## src/afw_ram.sv

```systemverilog
// Generic simple dual-port RAM with one write port and one registered read port.
`timescale 1ns / 1ps

module afw_ram #(
  parameter int unsigned Width = 16,
  parameter int unsigned Depth = 2,
  localparam int unsigned AddrW = (Depth > 1) ? $clog2(Depth) : 1
) (
  input  logic             clk_i,
  input  logic             we_i,
  input  logic [AddrW-1:0] waddr_i,
  input  logic [Width-1:0] wdata_i,
  input  logic             re_i,
  input  logic [AddrW-1:0] raddr_i,
  output logic [Width-1:0] rdata_o
);

  logic [Width-1:0] mem_q [Depth];
  logic [Width-1:0] rdata_q;

  always_ff @(posedge clk_i) begin
    if (we_i) begin
      mem_q[waddr_i] <= wdata_i;
    end
    if (re_i) begin
      rdata_q <= mem_q[raddr_i];
    end
  end

  assign rdata_o = rdata_q;

endmodule

```

## config.mk

```make
export PLATFORM = sky130hd
export DESIGN_NAME = afw_ram
export DESIGN_NICKNAME = d
export VERILOG_FILES = /design/src/afw_ram.sv
export SDC_FILE = /design/constraint.sdc
export NUM_CORES = 1
export LEC_CHECK = 0
export BUFFER_PORTS_ARGS = -buffer_cell sky130_fd_sc_hd__buf_2
export CAP_MARGIN = 15
export CELL_PAD_IN_SITES_DETAIL_PLACEMENT = 0
export CELL_PAD_IN_SITES_GLOBAL_PLACEMENT = 2
export CORE_ASPECT_RATIO = 1.2
export CORE_MARGIN = 3
export CORE_UTILIZATION = 41
export CTS_BUF_LIST = sky130_fd_sc_hd__clkbuf_8 sky130_fd_sc_hd__clkbuf_16
export CTS_CLUSTER_SIZE = 14
export DETAILED_ROUTE_END_ITERATION = 8
export PLACE_DENSITY_LB_ADDON = 0.1
export SETUP_SLACK_MARGIN = 0.5
export SLEW_MARGIN = 20
export SYNTH_ARGS = -nofsm -noshare
export SYNTH_HDL_FRONTEND = slang
export SYNTH_SLANG_ARGS = --single-unit
```

## constraint.sdc

```tcl
create_clock -name clk_i -period 2.35 [get_ports clk_i]
set_clock_uncertainty 0.2 [all_clocks]
set_input_delay 0.3525 -clock clk_i [delete_from_list [all_inputs] [get_ports clk_i]]
set_output_delay 0.3525 -clock clk_i [all_outputs]
set_load 0.05 [all_outputs]
```

==> metrics <==
Final min period=roughly 1.4 ns; min-delay worst type=in -> reg; Comb power frac=0.107; Req. time, crit path=1.80 ns; Final Max Tran Viols=0; vias in the first global route=821; Post-CTS Setup Inserts=0; crit end category=output port; worst-margin pin slew=0.469 ns; die height=76.6 µm; Crit Path Max Fanout=1; sequential share of power=0.628; reg2reg end=rdata_o[12]$_DFFE_PP_; via count=754; Syn Nets=89; DRC=0; CP delay by family, top=flip-flops; CP Launch Point=rdata_o[4]$_DFFE_PP_; routability congestion estimate=between 0.6 and 0.7; Buf/Inv on CP=1; LEAKAGE=0.766 nW; sw power=0.000364 W; setup_tns=0 ns; Top FF cell, synth=edfxtp_1; Num CTS Buffers=5; first-pass GRT wire length=3.73 mm; Final nets=132; max frequency=between 600 and 700 MHz; end of the critical path=rdata_o[4]; Warnings, synthesis=0; TritonCTS clock tree=done; P_int=0.00127 W; Post-synth EDFFs=48; Startpoint Class=register; CTS resizes=0; sequential area share after synthesis=0.846; Cells after Synth=68; GR Overflow Total=0; clock root buffer master=clkbuf_8; GR Layer Usage met2=0.182; clk buf depth=2; VDD IR max=approximately 400 µV; gr busiest metal=met2; Clock transition at path regs=0.08 ns; Final Routed Wirelength=2.35 mm; Max Cap Viol=0; ys async rst share=0; Area contributors post-synth=edfxtp_1 (85%), mux2_4 (8.8%), mux2_2 (4.0%), buf_12 (1.2%), buf_6 (0.66%); outcome=complete, no violations; Layout area overhead=18.3%; io pins=37; # clock sinks=48; Sw Share=0.223; slowest stage delay, CP=0.34 ns; Final Setup Violations=0; WL/cell=14.2 µm; total chip power=about 0.0016 W; Clk pwr share=0.266; Buffers on Ports=36; met3 Use GR=0.0442; dpl hpwl=about 1.6 mm; DR vias/cell=4.57; Slowest-stage cell, CP=edfxtp_1; clock latency on the worst-skew pair=0.29 ns; Yosys reg bits=48; Yosys cell types=7; RSZ-0062 raised after global routing=no; Setup CP Type=reg -> out; normalized max-slew margin=0.687; layout cells sized above 1=0.550; final hold slack=0.0471 ns; pwr dens=810 nW/µm²; Final Hold Violating Endpoints=0; num rows=25; M1 GR Usage=0.106; Yosys top cell area share=0.846; R2R Path Start=mem_q[0][12]$_DFFE_PP_; post-synth top area cell=edfxtp_1; Antenna Cells=0; Antenna Violating Nets Remaining=0; Initial Utilization=0.429; number of cells on the critical path=1; crit share post-route=0.616; Total GRT Usage=0.104; Post-synth top cells=edfxtp_1 (48), mux2_4 (10), mux2_2 (6); Worst R2R Path Depth=1; Cell Area, Synth=about 1700 µm²; DR pass1 iterations=3; die area=4970 µm²; pin count of the biggest net entering global routing=17; fill cell count=361; antenna violations before repair=0; synthesized area per cell=25.0 µm²; critical path, cell by cell=buf_2; core footprint=3970 µm²; cell with the most instances after synthesis=edfxtp_1; H-tree levels=2; 1st-iter DRT viols=21; FF-to-FF setup slack=roughly 1.3 ns; CP arrival=0.89 ns; Hold-fix buffers, CTS=0; die width=64.8 µm
-- flip-flops by register name, indices dropped and copies added, names as in the netlist --
signal / flops
mem_q: 32
rdata_o: 16
-- logic make-up (layout without fill, tap and decap cells) --
family / Yosys count / in the layout / synth area share
flip-flops: 48 / 48 / 0.846
buffers and inverters: 2 / 45 / 0.0184
AND/OR/NAND/NOR: 2 / 2 / 0.00735
multiplexers: 16 / 16 / 0.128
-- power by group through the flow --
stage	clock (W)	sequential, W	combinational [W]
6_report	0.000433	0.00102	0.000174
5_1_grt	0.000493	0.00103	0.000184
4_1_cts	0.000450	0.00102	0.000177
3_5_place_dp	0	0.00104	0.000177
3_3_place_gp	0	0.00104	0.000173
2_1_floorplan	0	0.00111	0.0000536
-- stage by stage --
stage	cell area [µm²]	setup WS (ns)	utilization	std cells
6_report	2010	0.903	0.507	165
5_1_grt	2010	0.857	0.507	165
4_1_cts	2010	0.890	0.507	165
3_5_place_dp	1940	0.738	0.488	158
3_3_place_gp	1940	0.754	0.488	158
2_1_floorplan	1700	0.643	-	68
-- area by class of cell --
type | count | area (µm²) | area share
flip-flops and latches | 48 | 1440 | 0.716
multi-input cells | 18 | 233 | 0.116
repair buffers | 38 | 195 | 0.0969
clock buffers | 5 | 68.8 | 0.0342
well taps | 54 | 67.6 | 0.0335
clock inverters | 2 | 8.76 | 0.00435
-- metal layers --
layer / vias to the layer above / part of all wire / routed length, µm
li1: 353 / - / -
met1: 369 / 0.39 / 928
met2: 27 / 0.52 / 1230
met3: 5 / 0.063 / 149
met4: 0 / 0.019 / 45
met5: - / 0 / 0
-- worst min path at each step --
| stage | endpoint | start | cells after the start | slack, ns |
|---|---|---|---|---|
| after floorplan | mem_q[0][0]$_DFFE_PP_ | wdata_i[0] | 0 | 0.25 |
| after global placement | rdata_o[2]$_DFFE_PP_ | mem_q[1][2]$_DFFE_PP_ | 1 | 0.33 |
| after detailed placement | rdata_o[1]$_DFFE_PP_ | mem_q[1][1]$_DFFE_PP_ | 1 | 0.33 |
| after CTS | mem_q[1][1]$_DFFE_PP_ | wdata_i[1] | 1 | 0.04 |
| after global routing | mem_q[1][6]$_DFFE_PP_ | wdata_i[6] | 1 | 0.03 |
| final | mem_q[1][8]$_DFFE_PP_ | wdata_i[8] | 1 | 0.05 |
-- cells in the final DEF, fill, tap and decap left out --
cell / Yosys / layout
edfxtp_1: 48 / 48
clkbuf_8: 0 / 5
nor2b_2: 0 / 1
and2_1: 1 / 1
inv_1: 0 / 1
mux2_2: 6 / 6
buf_4: 0 / 2
clkinv_2: 0 / 1
mux2_4: 10 / 10
buf_2: 0 / 36
No activity file was read; power rests on OpenSTA's default activity.
