File: config.mk
export PLATFORM = sky130hd
export DESIGN_NAME = afw_div
export DESIGN_NICKNAME = d
export VERILOG_FILES = /design/src/afw_pkg.sv /design/src/afw_div.sv
export SDC_FILE = /design/constraint.sdc
export NUM_CORES = 1
export LEC_CHECK = 0
export ABC_AREA = 0
export BUFFER_PORTS_ARGS = -buffer_cell sky130_fd_sc_hd__buf_2
export CAP_MARGIN = 20
export CORE_ASPECT_RATIO = 0.7
export CORE_MARGIN = 2
export CORE_UTILIZATION = 25
export DETAILED_ROUTE_END_ITERATION = 7
export PLACE_DENSITY = 0.46
export SYNTH_ARGS = -nofsm -noshare
export SYNTH_HDL_FRONTEND = slang
export SYNTH_SLANG_ARGS = --single-unit
File: constraint.sdc
create_clock -name clk_i -period 3.12 [get_ports clk_i]
set_clock_uncertainty 0.2 [all_clocks]
set_input_delay 0.312 -clock clk_i [delete_from_list [all_inputs] [get_ports clk_i]]
set_output_delay 0.312 -clock clk_i [all_outputs]
set_load 0.005 [all_outputs]
File: src/afw_pkg.sv
// Shared constants, codes and types of the affine warp bilinear sampler.
`timescale 1ns / 1ps

package afw_pkg;

  // Default image store dimensions.
  localparam int unsigned MaxWidth  = 256;
  localparam int unsigned MaxHeight = 256;
  localparam int unsigned NumCoef   = 6;

  // Field widths.
  localparam int unsigned FuncW   = 2;
  localparam int unsigned PosW    = 8;
  localparam int unsigned PixW    = 16;
  localparam int unsigned CidxW   = 3;
  localparam int unsigned CoefW   = 24;
  localparam int unsigned CfgW    = 9;
  localparam int unsigned CfgIdxW = 2;
  localparam int unsigned FracW   = 16;

  // Normalizing divider: numerator is pos * 2^18 + d, divisor is 2 * d.
  localparam int unsigned NumW = PosW + 18;
  localparam int unsigned DenW = CfgW + 1;

  // Datapath widths of the coordinate transform.
  localparam int unsigned OxW   = NumW + 1;
  localparam int unsigned ProdW = CoefW + OxW;
  localparam int unsigned SumW  = ProdW + 2;
  localparam int unsigned TW    = SumW - FracW + 1;

  typedef enum logic [FuncW-1:0] {
    FUNC_PIXEL  = 2'd0,
    FUNC_COEF   = 2'd1,
    FUNC_SAMPLE = 2'd2
  } func_e;

  typedef enum logic [CfgIdxW-1:0] {
    CFG_IN_WIDTH   = 2'd0,
    CFG_IN_HEIGHT  = 2'd1,
    CFG_OUT_WIDTH  = 2'd2,
    CFG_OUT_HEIGHT = 2'd3
  } cfg_idx_e;

  typedef struct packed {
    logic [FuncW-1:0]        func;
    logic [PosW-1:0]         row;
    logic [PosW-1:0]         col;
    logic signed [PixW-1:0]  pixel;
    logic [CidxW-1:0]        cidx;
    logic signed [CoefW-1:0] cval;
  } item_t;

endpackage

File: src/afw_div.sv
// Pipelined restoring divider, one quotient bit per stage.
`timescale 1ns / 1ps

module afw_div (
  input  logic                      clk_i,
  input  logic                      en_i,
  input  logic [afw_pkg::NumW-1:0]  num_i,
  input  logic [afw_pkg::DenW-1:0]  den_i,
  output logic [afw_pkg::NumW-1:0]  quo_o
);

  localparam int unsigned NW = afw_pkg::NumW;
  localparam int unsigned DW = afw_pkg::DenW;

  logic [DW-1:0] rem_q [NW];
  logic [NW-1:0] quo_q [NW];
  logic [NW-1:0] num_q [NW];
  logic [DW-1:0] den_q [NW];

  for (genvar s = 0; s < NW; s++) begin : g_stage
    logic [DW-1:0] rem_in;
    logic [NW-1:0] quo_in;
    logic [NW-1:0] num_in;
    logic [DW-1:0] den_in;
    logic [DW:0]   trial;
    logic          ge;
    logic [DW-1:0] rem_d;

    if (s == 0) begin : g_first
      assign rem_in = '0;
      assign quo_in = '0;
      assign num_in = num_i;
      assign den_in = den_i;
    end else begin : g_next
      assign rem_in = rem_q[s-1];
      assign quo_in = quo_q[s-1];
      assign num_in = num_q[s-1];
      assign den_in = den_q[s-1];
    end

    // The partial remainder stays below the divisor, so it fits DW bits.
    assign trial = {rem_in, num_in[NW-1-s]};
    assign ge    = (trial >= {1'b0, den_in});
    assign rem_d = ge ? DW'(trial - {1'b0, den_in}) : trial[DW-1:0];

    always_ff @(posedge clk_i) begin
      if (en_i) begin
        rem_q[s] <= rem_d;
        quo_q[s] <= {quo_in[NW-2:0], ge};
        num_q[s] <= num_in;
        den_q[s] <= den_in;
      end
    end
  end

  assign quo_o = quo_q[NW-1];

endmodule
==> reports/metrics.csv <==
metric,value,unit
status,"complete, no violations",
initial DRC count,1663,
Die X,536,um
Clock transition at path regs,0.06,ns
initial antenna violation count,3,
Mapped Area,0.0496,mm2
critical path's largest stage delay,0.52,ns
min Tclk post-route,2.92,ns
Design Power,51.7,mW
Hold Path Origin,num_i[10],
maximum vdd drop,0.000553,V
Resized Gates After CTS,0,
drt via density,4.06,
Switching Fraction,29.3,%
GRT Total Usage,8.37,%
RR Startpoint,den_q[1][30]$_DFFE_PP_,
Reg2Reg Depth,9,
largest net degree at the start of global routing,100,
WP data required,3.39,ns
switching pwr,15.1,mW
WL final,84.4,mm
CTS Buf Count,121,
"Hold Vio Cnt, Final",0,
DP HPWL,55.4,mm
syn avg cell area,15.8,um2
r2r setup slk,0.20,ns
most common cell in the netlist,edfxtp_1,
fill count,19600,
LEAKAGE,21.5,nW
critical path capture point type,register,
CTS tree,done,
Max Root-Sink Buffers,3,
most frequent CP cell,a21oi_1,
DRC viols,0,
Post-synth EDFFs,1176,
Critical Path Source,den_q[1][30]$_DFFE_PP_,
Critical Path Fanout Max,3,
Final Worst Setup Slack,0.204,ns
"Warnings, synthesis",0,
first-pass GRT wire length,137,mm
final core occ,29.5,%
IO Port Bufs,63,
CTS Hold Buffers Added,43,
nets@finish,3714,
GPL Wtd Cong,0.774,
Wirelength per Cell,13.8,um
FP Rows,136,
largest area contributor in the netlist,edfxtp_1,
Starting Density,25.2,%
Mapped Nets,3447,
Mapped Cells,3133,
Die Ht,377,um
P_int,36.5,mW
arrival time worst endpoint,3.19,ns
worst min-delay path endpoint,num_q[0][10]$_DFFE_PP_,
Worst Hold Path Cells,2,
gr ovfl total,0,
Worst Hold Class,in2reg,
via count,24900,
Worst slew margin,56.5,%
Worst-Margin Slew,0.646,ns
# setup viols final,0,
Syn-to-layout area delta,17.2,%
postcts setup bufs,0,
CP Launch Type,register,
fin. max-slew vios,0,
area of the die,0.202,mm2
Main synth FF type,edfxtp_1,
# H-tree levels,3,
DP Worst Slack,0.261,ns
"top cells by area, synth","edfxtp_1 (71%), ha_1 (6.4%), mux2_2 (4.6%)",
synth cell count leaders,"edfxtp_1 (1,176), inv_1 (345), ha_1 (252), a21oi_1 (217), mux2_2 (203)",
number of max-cap violations,0,
PD cells,889,mW/mm2
Logic pwr share,29.1,%
clk sinks,1176,
Worst-Skew Late Latency,0.73,ns
Synth top area share,71.2,%
RSZ-0062 raised after global routing,no,
Max Freq,343,MHz
"antenna viol nets, final",0,
fin crit share,93.5,%
io pins,64,
post-synthesis register bit count,1176,
CP Cell Sequence,ha_1 -> inv_1 -> fa_1 -> a211o_1 -> a21oi_1 -> o21ai_0 -> a21oi_1 -> xnor2_1 -> mux2_2,
number of global-route vias before repair,24900,
fraction of registers with async set/reset,0,%
total negative slack,0,ns
crit path kind,reg2reg,
Synth cell types,46,
sequential fraction of the synthesis area,71.2,%
r2r endpoint,rem_q[2][48]$_DFFE_PP_,
drt pass-1 iters,7,
Seq pwr share,43.2,%
CP max stage cell,edfxtp_1,
layout cells sized above 1,14.8,%
CORE AREA,0.197,mm2
clock root buffer,clkbuf_16,
clock network fraction of total power,27.7,%
-- how the worst max path moves through the flow --
stage | to | slack (ns) | depth (start not counted)
finish | rem_q[2][48]$_DFFE_PP_ | 0.20 | 9
global route | rem_q[3][8]$_DFFE_PP_ | 0.01 | 10
detailed placement | rem_q[2][48]$_DFFE_PP_ | 0.26 | 9
global placement | rem_q[1][68]$_DFFE_PP_ | 0.28 | 11
CTS | rem_q[2][48]$_DFFE_PP_ | 0.23 | 9
floorplan | rem_q[1][68]$_DFFE_PP_ | 0.48 | 10
-- area by class of cell --
class | instances | area [um2] | area share, %
inverters | 345 | 1290 | 2.23
flip-flops and latches | 1176 | 35300 | 60.8
multi-input cells | 1592 | 12900 | 22.2
clock inverters | 74 | 797 | 1.37
clock buffers | 146 | 3140 | 5.41
well taps | 2622 | 3280 | 5.65
repair buffers | 164 | 1400 | 2.40
diodes | 1 | 2.50 | 0.00431
-- metrics by stage --
| stage | area, um2 | instances | hold WS (ns) |
|---|---|---|---|
| 2_1_floorplan | 49600 | 3133 | 0.200 |
| 3_3_place_gp | 53700 | 5856 | 0.201 |
| 3_5_place_dp | 53700 | 5856 | 0.205 |
| 4_1_cts | 58100 | 6119 | 0.000958 |
| 5_1_grt | 58100 | 6120 | 0.0213 |
| 6_report | 58100 | 6120 | 0.0989 |
-- sequential cells by signal, indices dropped and copies added, names as in the netlist --
name,count
rem_q,250
num_q,325
quo_q,351
den_q,250
-- critical path: cells and delay by family, from the launching register on --
kind,cells,cell delay (ns)
AO/OA/AOI/OAI,4,0.88
adder cells (fa/ha/maj),2,0.65
flip-flops,1,0.52
multiplexers,1,0.26
XOR/XNOR,1,0.08
buffers and inverters,1,0.06
-- power by group through the flow --
stage	sequential, mW	combinational [mW]	clock [mW]
floorplan	22.1	11.6	0
global placement	22.7	14.8	0
detailed placement	22.7	14.9	0
CTS	22.4	15.1	15.0
global route	22.6	16.9	15.6
finish	22.3	15.0	14.3
-- kinds of logic (layout without fill, tap and decap cells) --
logic type                 count (synthesis)  after routing  synth area share, %
other                                      0              1                    0
buffers and inverters                    365            729                 2.83
xor gates and xnor gates                 137            137                 2.42
AOI/OAI and AO/OA                        623            623                 7.93
and+or+nand+nor                          321            321                 2.93
muxes                                    235            235                 5.34
DFF                                     1176           1176                 71.2
adders and majority gates                276            276                 7.33
-- layout by cell type, fill, tap and decap left out, types with 14 or more instances in the layout --
| master | n |
|---|---|
| a21oi_1 | 217 |
| xnor2_1 | 74 |
| ha_1 | 252 |
| dlygate4sd3_1 | 43 |
| a211o_1 | 26 |
| o21ai_0 | 106 |
| edfxtp_1 | 1176 |
| xor2_1 | 63 |
| o21a_1 | 55 |
| buf_4 | 42 |
| o31ai_1 | 17 |
| nand3b_1 | 14 |
| clkinv_2 | 21 |
| mux2i_1 | 24 |
| o21bai_1 | 24 |
| fa_1 | 24 |
| clkbuf_16 | 122 |
| or3_1 | 16 |
| a211oi_1 | 46 |
| buf_2 | 62 |
| nor2_1 | 100 |
| a31oi_1 | 15 |
| nand2b_1 | 26 |
| inv_1 | 345 |
| buf_12 | 17 |
| o311ai_0 | 23 |
| clkbuf_1 | 24 |
| nand2_1 | 124 |
| a21o_1 | 71 |
| mux2_2 | 203 |
| clkinv_1 | 23 |
-- metal layers --
| layer | wire length (um) | share of wire [%] | global-route usage [%] | up-vias |
|---|---|---|---|---|
| met1 | 44700 | 53 | 12.6 | 12000 |
| met5 | 16 | 0.019 | 0 | - |
| li1 | - | - | - | 12400 |
| met3 | 3310 | 3.9 | 1.79 | 141 |
| met2 | 34300 | 41 | 11.8 | 344 |
| met4 | 2060 | 2.4 | 2.59 | 2 |
(Power assumes the default switching activity.)
